**src/hw/rtl/lev_pkg.sv**
```systemverilog
// Shared types and constants of the Levenshtein automaton step unit.
// Holds the beat structs, request codes, register indexes and field widths.
// Used by every RTL file of the block; depends on nothing.
package lev_pkg;

    // Field widths fixed by the interface.
    localparam int CHAR_W    = 21;
    localparam int IDX_W     = 5;
    localparam int CFG_W     = 6;
    localparam int CFG_IDX_W = 2;

    // Default sizes handed to the top level parameters.
    localparam int DEF_MAX_LEN    = 32;
    localparam int DEF_MAX_ERRORS = 3;

    // Request codes carried in req_type.
    localparam logic [1:0] REQ_LOAD    = 2'd0;
    localparam logic [1:0] REQ_RESTART = 2'd1;
    localparam logic [1:0] REQ_STEP    = 2'd2;
    localparam logic [1:0] REQ_NONE    = 2'd3;

    // Configuration register indexes.
    localparam logic [CFG_IDX_W-1:0] CFG_PAT_LEN = 2'd0;
    localparam logic [CFG_IDX_W-1:0] CFG_MAX_ERR = 2'd1;
    localparam logic [CFG_IDX_W-1:0] CFG_PREFIX  = 2'd2;

    // Input beat.
    typedef struct packed {
        logic [1:0]        req_type;
        logic [IDX_W-1:0]  pattern_index;
        logic [CHAR_W-1:0] char_value;
    } t_in_beat;

    // Result beat.
    typedef struct packed {
        logic accepting;
        logic rejecting;
    } t_out_beat;

endpackage

```
**src/hw/rtl/lev_pat_mem.sv**
```systemverilog
// Pattern character memory with one write port and one registered read port.
// The read data is compared against the current step character.
// Depends on lev_pkg for the character width.
module lev_pat_mem #(
    parameter int DEPTH = lev_pkg::DEF_MAX_LEN,
    parameter int AW    = (DEPTH > 1) ? $clog2(DEPTH) : 1
) (
    input  logic                      i_clk,
    input  logic                      i_we,
    input  logic [AW-1:0]             i_waddr,
    input  logic [lev_pkg::CHAR_W-1:0] i_wdata,
    input  logic [AW-1:0]             i_raddr,
    input  logic [lev_pkg::CHAR_W-1:0] i_key,
    output logic                      o_match
);

    logic [lev_pkg::CHAR_W-1:0] mem [DEPTH];
    logic [lev_pkg::CHAR_W-1:0] r_rdata;

    // Write port.
    always_ff @(posedge i_clk) begin
        if (i_we) begin
            mem[i_waddr] <= i_wdata;
        end
    end

    // Registered read port.
    always_ff @(posedge i_clk) begin
        r_rdata <= mem[i_raddr];
    end

    // The shared comparator sees one entry per cycle.
    assign o_match = (r_rdata == i_key);

endmodule

```
**src/hw/rtl/lev_row_unit.sv**
```systemverilog
// Transition unit for one error row of the position set.
// Produces the contribution of that row to each destination row offset.
// Depends on lev_pkg only for its parameter defaults.
module lev_row_unit #(
    parameter int MAX_LEN    = lev_pkg::DEF_MAX_LEN,
    parameter int MAX_ERRORS = lev_pkg::DEF_MAX_ERRORS
) (
    input  logic [MAX_LEN:0]                    i_row,
    input  logic [MAX_LEN:0]                    i_match,
    input  logic [MAX_LEN:0]                    i_keep,
    input  logic [MAX_LEN:0]                    i_lt,
    input  logic [((MAX_ERRORS > 0) ? $clog2(MAX_ERRORS + 1) : 1)-1:0] i_row_idx,
    input  logic [((MAX_ERRORS > 0) ? $clog2(MAX_ERRORS + 1) : 1)-1:0] i_max_err,
    output logic [MAX_ERRORS:0][MAX_LEN:0]      o_contrib
);

    localparam int RW  = MAX_LEN + 1;
    localparam int NR  = MAX_ERRORS + 1;
    localparam int EVW = (MAX_ERRORS > 0) ? $clog2(MAX_ERRORS + 1) : 1;

    logic [RW-1:0]  blk;
    logic [RW-1:0]  rem;
    logic [RW-1:0]  fnd;
    logic [EVW-1:0] diff;

    assign diff = i_max_err - i_row_idx;

    // Match moves stay in the row; edit moves land one or more rows down.
    // A delete skips ahead to the first matching character within reach.
    always_comb begin
        blk = '0;
        rem = '0;
        fnd = '0;
        for (int k = 0; k < NR; k++) begin
            o_contrib[k] = '0;
        end
        o_contrib[0] = (i_row & i_match) << 1;
        if (i_row_idx < i_max_err) begin
            blk = i_row & ~i_match & i_keep;
            rem = blk;
            for (int i = 1; i < NR; i++) begin
                if (EVW'(i) <= diff) begin
                    if (i == 1) begin
                        o_contrib[i] = blk | ((blk & i_lt) << 1);
                    end
                    fnd = rem & (i_match >> i);
                    o_contrib[i] = o_contrib[i] | (fnd << (i + 1));
                    rem = rem & ~fnd;
                end
            end
        end
    end

endmodule

```
**src/hw/rtl/levenshtein_automaton_step_unit.sv**
```systemverilog
// Levenshtein automaton step unit: fuzzy word matcher on (offset, error) positions.
// A step beat is served by the one-entry-per-cycle sweep of the pattern memory and three
// row passes.
// Load, restart and unused beats take one report pass over the rows.
// One beat at a time; the next beat is taken the cycle after the result is registered.
// Reset: registers to length 0, max errors 1, prefix 0; set to offset 0 with 0 errors.
module levenshtein_automaton_step_unit #(
    parameter int MAX_LEN    = lev_pkg::DEF_MAX_LEN,
    parameter int MAX_ERRORS = lev_pkg::DEF_MAX_ERRORS
) (
    input  logic                          i_clk,
    input  logic                          i_rst_n,
    input  logic                          i_in_valid,
    output logic                          o_in_ready,
    input  lev_pkg::t_in_beat             i_in_data,
    output logic                          o_out_valid,
    input  logic                          i_out_ready,
    output lev_pkg::t_out_beat            o_out_data,
    input  logic                          i_cfg_we,
    input  logic [lev_pkg::CFG_IDX_W-1:0] i_cfg_index,
    input  logic [lev_pkg::CFG_W-1:0]     i_cfg_data
);

    localparam int RW  = MAX_LEN + 1;
    localparam int NR  = MAX_ERRORS + 1;
    localparam int CW  = $clog2(MAX_LEN + 1);
    localparam int EVW = (MAX_ERRORS > 0) ? $clog2(MAX_ERRORS + 1) : 1;
    localparam int AW  = (MAX_LEN > 1) ? $clog2(MAX_LEN) : 1;
    localparam int SW  = ((CW > EVW) ? CW : EVW) + 1;
    localparam logic [6:0] LEN_LIM = 7'(MAX_LEN);
    localparam logic [2:0] ERR_LIM = 3'(MAX_ERRORS);
    localparam logic [NR-1:0][RW-1:0] SET_ORIGIN = (NR*RW)'(1);

    localparam logic [2:0] ST_IDLE   = 3'd0;
    localparam logic [2:0] ST_SWEEP  = 3'd1;
    localparam logic [2:0] ST_TRANS  = 3'd2;
    localparam logic [2:0] ST_SUBS   = 3'd3;
    localparam logic [2:0] ST_REPORT = 3'd4;
    localparam logic [2:0] ST_FINISH = 3'd5;

    logic [2:0]                    r_state;
    logic [2:0]                    n_state;
    logic [CW-1:0]                 r_cnt;
    logic [EVW-1:0]                r_row;
    logic [lev_pkg::CHAR_W-1:0]    r_char;
    logic [RW-1:0]                 r_mvec;
    logic [NR-1:0][RW-1:0]         r_set;
    logic [NR-1:0][RW-1:0]         r_nxt;
    logic [RW-1:0]                 r_cover;
    logic                          r_acc;
    logic                          r_any;
    lev_pkg::t_out_beat            r_out;
    logic                          r_out_valid;
    logic [lev_pkg::CFG_W-1:0]     r_pat_len;
    logic [1:0]                    r_max_err;
    logic [lev_pkg::CFG_W-1:0]     r_prefix;

    logic                          in_acc;
    logic                          last_row;
    logic                          slot_free;
    logic [CW-1:0]                 eff_len;
    logic [EVW-1:0]                eff_err;
    logic                          row_ok;
    logic [EVW-1:0]                me_left;
    logic [RW-1:0]                 lt_mask;
    logic [RW-1:0]                 le_mask;
    logic [RW-1:0]                 keep_mask;
    logic [RW-1:0]                 acc_mask;
    logic [RW-1:0]                 row_gate;
    logic [RW-1:0]                 cur_set;
    logic [RW-1:0]                 cur_nxt;
    logic [RW-1:0]                 new_row;
    logic [RW-1:0]                 cover_in;
    logic [RW-1:0]                 match_eff;
    logic [NR-1:0][RW-1:0]         contrib;
    logic                          mem_we;
    logic [AW-1:0]                 mem_raddr;
    logic                          mem_match;

    // Handshake and pass bookkeeping.
    assign o_in_ready  = (r_state == ST_IDLE);
    assign in_acc      = i_in_valid && o_in_ready;
    assign last_row    = (r_row == EVW'(MAX_ERRORS));
    assign slot_free   = !r_out_valid || i_out_ready;
    assign o_out_valid = r_out_valid;
    assign o_out_data  = r_out;

    // Register values saturated to the built sizes.
    assign eff_len = ({1'b0, r_pat_len} > LEN_LIM) ? CW'(MAX_LEN) : CW'(r_pat_len);
    assign eff_err = ({1'b0, r_max_err} > ERR_LIM) ? EVW'(MAX_ERRORS) : EVW'(r_max_err);
    assign row_ok  = (r_row <= eff_err);
    assign me_left = eff_err - r_row;

    // Per-offset masks for the row under work.
    always_comb begin
        for (int o = 0; o < RW; o++) begin
            lt_mask[o]   = (CW'(o) < eff_len);
            le_mask[o]   = (CW'(o) <= eff_len);
            keep_mask[o] = (7'(o) >= {1'b0, r_prefix});
            acc_mask[o]  = ((SW'(o) + SW'(me_left)) >= SW'(eff_len));
        end
    end

    assign row_gate  = {RW{row_ok}};
    assign cur_set   = r_set[r_row] & le_mask & row_gate;
    assign cur_nxt   = r_nxt[r_row] & row_gate;
    assign new_row   = cur_nxt & ~r_cover;
    assign cover_in  = r_cover | cur_nxt;
    assign match_eff = r_mvec & lt_mask;

    // Pattern memory, swept one entry per cycle during a step.
    assign mem_we    = in_acc && (i_in_data.req_type == lev_pkg::REQ_LOAD) &&
                       ({2'b00, i_in_data.pattern_index} < LEN_LIM);
    assign mem_raddr = (r_cnt == CW'(MAX_LEN)) ? '0 : r_cnt[AW-1:0];

    lev_pat_mem #(
        .DEPTH (MAX_LEN),
        .AW    (AW)
    ) u_pat_mem (
        .i_clk   (i_clk),
        .i_we    (mem_we),
        .i_waddr (AW'(i_in_data.pattern_index)),
        .i_wdata (i_in_data.char_value),
        .i_raddr (mem_raddr),
        .i_key   (r_char),
        .o_match (mem_match)
    );

    // Shared transition unit, one source row per cycle.
    lev_row_unit #(
        .MAX_LEN    (MAX_LEN),
        .MAX_ERRORS (MAX_ERRORS)
    ) u_row_unit (
        .i_row     (cur_set),
        .i_match   (match_eff),
        .i_keep    (keep_mask),
        .i_lt      (lt_mask),
        .i_row_idx (r_row),
        .i_max_err (eff_err),
        .o_contrib (contrib)
    );

    // Sequencer next state.
    always_comb begin
        n_state = r_state;
        case (r_state)
            ST_IDLE: begin
                if (in_acc) begin
                    n_state = (i_in_data.req_type == lev_pkg::REQ_STEP) ? ST_SWEEP : ST_REPORT;
                end
            end
            ST_SWEEP: begin
                if (r_cnt == CW'(MAX_LEN)) begin
                    n_state = ST_TRANS;
                end
            end
            ST_TRANS: begin
                if (last_row) begin
                    n_state = ST_SUBS;
                end
            end
            ST_SUBS: begin
                if (last_row) begin
                    n_state = ST_REPORT;
                end
            end
            ST_REPORT: begin
                if (last_row) begin
                    n_state = ST_FINISH;
                end
            end
            ST_FINISH: begin
                if (slot_free) begin
                    n_state = ST_IDLE;
                end
            end
            default: begin
                n_state = ST_IDLE;
            end
        endcase
    end

    // Control registers: state, counters, flags and the result beat.
    always_ff @(posedge i_clk) begin
        if (!i_rst_n) begin
            r_state     <= ST_IDLE;
            r_cnt       <= '0;
            r_row       <= '0;
            r_acc       <= 1'b0;
            r_any       <= 1'b0;
            r_out_valid <= 1'b0;
        end else begin
            r_state <= n_state;
            if ((r_state == ST_FINISH) && slot_free) begin
                r_out_valid <= 1'b1;
            end else if (r_out_valid && i_out_ready) begin
                r_out_valid <= 1'b0;
            end
            case (r_state)
                ST_IDLE: begin
                    r_cnt <= '0;
                    r_row <= '0;
                    r_acc <= 1'b0;
                    r_any <= 1'b0;
                end
                ST_SWEEP: begin
                    r_cnt <= r_cnt + 1'b1;
                end
                ST_TRANS: begin
                    r_row <= last_row ? '0 : r_row + 1'b1;
                end
                ST_SUBS: begin
                    r_row <= last_row ? '0 : r_row + 1'b1;
                    r_acc <= 1'b0;
                    r_any <= 1'b0;
                end
                ST_REPORT: begin
                    r_row <= r_row + 1'b1;
                    r_any <= r_any | (|cur_set);
                    r_acc <= r_acc | (|(cur_set & acc_mask));
                end
                ST_FINISH: begin
                    r_row <= '0;
                end
                default: begin
                    r_row <= '0;
                end
            endcase
        end
    end

    // Result beat payload.
    always_ff @(posedge i_clk) begin
        if ((r_state == ST_FINISH) && slot_free) begin
            r_out.accepting <= r_acc;
            r_out.rejecting <= !r_any;
        end
    end

    // Step character and match vector from the memory sweep.
    always_ff @(posedge i_clk) begin
        if (in_acc) begin
            r_char <= i_in_data.char_value;
            r_mvec <= '0;
        end
        if ((r_state == ST_SWEEP) && (r_cnt != '0)) begin
            r_mvec[r_cnt - 1'b1] <= mem_match;
        end
    end

    // Next-set accumulator and the running subsumption cover.
    always_ff @(posedge i_clk) begin
        if (in_acc) begin
            r_nxt <= '0;
        end else if (r_state == ST_TRANS) begin
            for (int d = 0; d < NR; d++) begin
                if (EVW'(d) >= r_row) begin
                    r_nxt[d] <= r_nxt[d] | contrib[EVW'(d) - r_row];
                end
            end
        end
        if (r_state == ST_TRANS) begin
            r_cover <= '0;
        end else if (r_state == ST_SUBS) begin
            r_cover <= cover_in | (cover_in << 1) | (cover_in >> 1);
        end
    end

    // Position set: origin after reset or restart, rewritten row by row after a step.
    always_ff @(posedge i_clk) begin
        if (!i_rst_n) begin
            r_set <= SET_ORIGIN;
        end else if (in_acc && (i_in_data.req_type == lev_pkg::REQ_RESTART)) begin
            r_set <= SET_ORIGIN;
        end else if (r_state == ST_SUBS) begin
            r_set[r_row] <= new_row;
        end
    end

    // Configuration register writes.
    always_ff @(posedge i_clk) begin
        if (!i_rst_n) begin
            r_pat_len <= '0;
            r_max_err <= 2'd1;
            r_prefix  <= '0;
        end else if (i_cfg_we) begin
            case (i_cfg_index)
                lev_pkg::CFG_PAT_LEN: begin
                    r_pat_len <= i_cfg_data;
                end
                lev_pkg::CFG_MAX_ERR: begin
                    r_max_err <= i_cfg_data[1:0];
                end
                lev_pkg::CFG_PREFIX: begin
                    r_prefix <= i_cfg_data;
                end
                default: begin
                    r_prefix <= r_prefix;
                end
            endcase
        end
    end

endmodule
```
**config.mk**
```make
export PLATFORM = sky130hd
export DESIGN_NAME = levenshtein_automaton_step_unit
export DESIGN_NICKNAME = d
export VERILOG_FILES = /design/src/hw/rtl/lev_pkg.sv /design/src/hw/rtl/lev_pat_mem.sv /design/src/hw/rtl/lev_row_unit.sv /design/src/hw/rtl/levenshtein_automaton_step_unit.sv
export SDC_FILE = /design/constraint.sdc
export NUM_CORES = 2
export LEC_CHECK = 0
export BUFFER_PORTS_ARGS = -buffer_cell sky130_fd_sc_hd__buf_2
export CAP_MARGIN = 5
export CORE_UTILIZATION = 45
export DETAILED_ROUTE_END_ITERATION = 12
export GPL_TIMING_DRIVEN = 0
export HOLD_SLACK_MARGIN = 0.08
export PLACE_DENSITY = 0.57
export REMOVE_ABC_BUFFERS = 1
export SETUP_SLACK_MARGIN = 0.02
export SYNTH_ARGS = -nofsm -noshare
export SYNTH_HDL_FRONTEND = slang
export SYNTH_SLANG_ARGS = --single-unit
```
**constraint.sdc**
```tcl
create_clock -name i_clk -period 14.2 [get_ports i_clk]
set_clock_uncertainty 0.05 [all_clocks]
set_input_delay 2.84 -clock i_clk [delete_from_list [all_inputs] [get_ports i_clk]]
set_output_delay 2.84 -clock i_clk [all_outputs]
set_load 0.02 [all_outputs]
```
==> qor.yml <==
drt:
  drcViolationCount: 0
  first_iter_violations: 3350
  drt-total-wl_microns: 158900
  vias: 36301
  drtPass1Iterations: 8
  wl_per_cell_microns: 27.63
  ant_nets: 0
  vias_per_cell: 6.313
outcome:
  violations: "capacitance limit, slew limit"
  status: "complete, but fails checks"
synth:
  ys_async_sr_fraction_pct: 0
  syn_avg_cell_area_sq_um: 11.28
  synthSimpleGateAreaFrac_pct: 12.19
  synth.top_cell.area_share_pct: 42.45
  synth_compound_area_share_pct: 17.86
  netlist_top_cells_area: "edfxtp_1 42%, dfxtp_1 15%, nand2_1 4.4%"
  synth-adder-area-share_pct: 1.033
  yosysSeqAreaShare_pct: 57.84
  yosysWarnings: 0
  netlist_top_cells_count: "695 x edfxtp_1, 570 x nand2_1, 378 x dfxtp_1"
  synth_xor_area_share_pct: 0.4275
  yosys.cell_count.top_type: "edfxtp_1"
  synth_cell_type_count: 112
  synth_top_family_by_area: "compound AO/OA/AOI/OAI gates"
  synth-main-ff-cell: "edfxtp_1"
  syn_inst: 4359
  synth_area_sq_um: 49170
  synth-edff-count: 695
  muxShareOfSynthArea_pct: 7.301
  synth_seq_cells: 1073
  yosys.area.top_type: "edfxtp_1"
global_route:
  grt_pass1_wl_microns: 232800
  track_usage_pct: 28.21
  antenna_found_initial: 8
  use_met2_pct: 47.74
  grt_max_degree: 86
  grt_overflow: 0
  grt_pass1_vias: 34843
  met3_usage_pct: 3.731
  met1_usage_pct: 34.28
  top_usage_layer: "met2"
worst_setup_path:
  worst_path_largest_cell_delay_ps: 900
  critPathSlowestCell: "fa_1"
  required_ps: 14740
  end_kind: "flip-flop"
  setup.worst_path.start_class: "flip-flop"
  crit_chain: "buf_16, inv_2, fa_1, inv_1, ha_2, buf_16, inv_1, nand2_1, nor2_2, buf_16, o21ai_0, o21ai_0, nor2_1, o31ai_1"
  cp_data_arrival_time_ps: 7250
  worstSetupPathType: "flip-flop to flip-flop"
  crit_top_cell: "buf_16"
  cp_max_fo: 50
clock_tree:
  clk_path_buf_depth: 3
  clock-root-buffer: "clkbuf_16"
  post_cts_buffers: 0
  cts_resized: 0
  clock-sinks: 1073
  htreeDepth: 3
  cts_hold_buf: 0
  cts_buffers: 113
  path_clk_slew_ps: 60
  cts_tree: "yes"
  clk_latency_ps: 740
layout:
  utilization_pct: 51.50
  final_nets: 4328
  area_growth_pct: 12.76
  multiInputGateArea_sq_um: 19400
  register_area_sq_um: 28460
  drive_gt1_share_pct: 11.08
  postLayoutCellArea_sq_um: 55440
  finalNonFillerCells: 5750
  fill_cells: 9315
sta:
  finalCritPeriodShare_pct: 47.28
  postLayoutSetupSlackWorst_ps: 7486
  slew_viol_final: 10
  fin_crit_ps: 6714
  final_hold_viol_count: 0
  max_freq_mhz: 148.9
  setup_tns_ps: 0
  rsz0062_at_grt: "false"
  slew_headroom_pct: -3.194
  holdWs_ps: 394.0
  setup_viol_count_final: 0
  worst_slew_pin_slew_ps: 1542
power_and_ir_drop:
  power.density_nw_per_um2: 145.2
  power.leakage_nw: 18.38
  irDropWorstVdd_v: 0.0001151
  power_mw: 8.049
worst_hold_path:
  hold_path_class: "flip-flop to flip-flop"
placement:
  dp_slack_ps: 7774
  hpwl_microns: 102600
  place_area_sq_um: 51630
  gp_congestion: 0.9513
  port_buffers: 44
  numPlacedInstances: 5534
flow_run:
  maxCapViolCount: 2
floorplan:
  core-area_sq_um: 107700
  die_w_microns: 332.5
  start_util_pct: 45.67
  io_pins: 45
  die_y_microns: 332.5
  row_count: 120
  die_area_sq_um: 110600
cells by family (layout without fill, tap and decap cells):
group | count (synthesis) | count (layout)
flops | 1073 | 1073
xor+xnor | 24 | 24
mux | 271 | 271
buf+inv | 379 | 362
simple gates | 1263 | 1263
other cells | 0 | 5
fa+ha+maj | 40 | 40
compound gates | 1309 | 1309
worst paths after layout:
path	start	to	slack, ps	cells past startpoint
setup / recovery	r_row[1]$_SDFFE_PN0N_	r_nxt[108]$_SDFFE_PP0P_	7490	14
hold / removal	r_nxt[54]$_SDFFE_PP0P_	r_nxt[54]$_SDFFE_PP0P_	390	2
setup reg to reg	r_row[1]$_SDFFE_PN0N_	r_nxt[108]$_SDFFE_PP0P_	7490	14
hold reg to reg	r_nxt[54]$_SDFFE_PP0P_	r_nxt[54]$_SDFFE_PP0P_	390	2
critical path, delay by kind of cell (launching register included):
family | cells | cell delay, ps
DFF | 1 | 720
AOI/OAI and AO/OA | 3 | 760
buffers and inverters | 6 | 2060
adders and majority gates | 2 | 1320
and+or+nand+nor | 3 | 1560
routing by layer:
| metal | vias to the layer above | part of all wire (%) |
|---|---|---|
| met1 | 18092 | 39 |
| met3 | 393 | 5.5 |
| met2 | 1327 | 49 |
| met5 | - | 0.017 |
| li1 | 16485 | - |
| met4 | 4 | 6.4 |
sequential cells by signal, indices dropped and copies added (netlist names):
name,cells
r_acc,1
r_char,21
o_out_valid,1
u_pat_mem.mem,672
r_row,2
o_out_data,2
r_cnt,6
r_mvec,32
r_nxt,132
r_set,132
eff_err,2
r_state,3
r_any,1
r_prefix,6
r_pat_len,6
u_pat_mem.r_rdata,21
r_cover,33
placed cells by master (no fill, tap or decap), types with 25 or more instances in the layout:
cell type	instances
o31ai_1	33
a31oi_1	39
a221o_1	29
edfxtp_1	695
clkbuf_1	32
mux4_2	52
clkbuf_16	113
ha_1	37
o21ai_0	172
nand3_1	84
buf_16	39
and2_1	69
nor3_1	52
a21oi_1	344
o22ai_1	131
a311oi_1	25
nor2_1	200
a21o_1	25
nor2b_1	53
a211oi_1	190
nand2_1	563
dfxtp_1	371
inv_1	29
o2111ai_1	25
o211ai_1	44
mux2i_1	194
buf_2	44
final cells by class:
type / count / share of cell area, %
Antenna cell: 5 / 0.02257
Clock buffer: 164 / 5.789
Clock inverter: 46 / 1.020
Inverter: 36 / 0.2550
Multi-Input combinational cell: 2907 / 34.99
Sequential cell: 1073 / 51.33
Tap cell: 1403 / 3.166
Timing Repair Buffer: 116 / 3.421
power breakdown:
group          internal, mW  switching [mW]
Sequential             3.41           0.125
Clock                  1.72            1.28
Combinational         0.477            1.04
Total                  5.61            2.44
No activity file was read; power rests on OpenSTA's default activity.
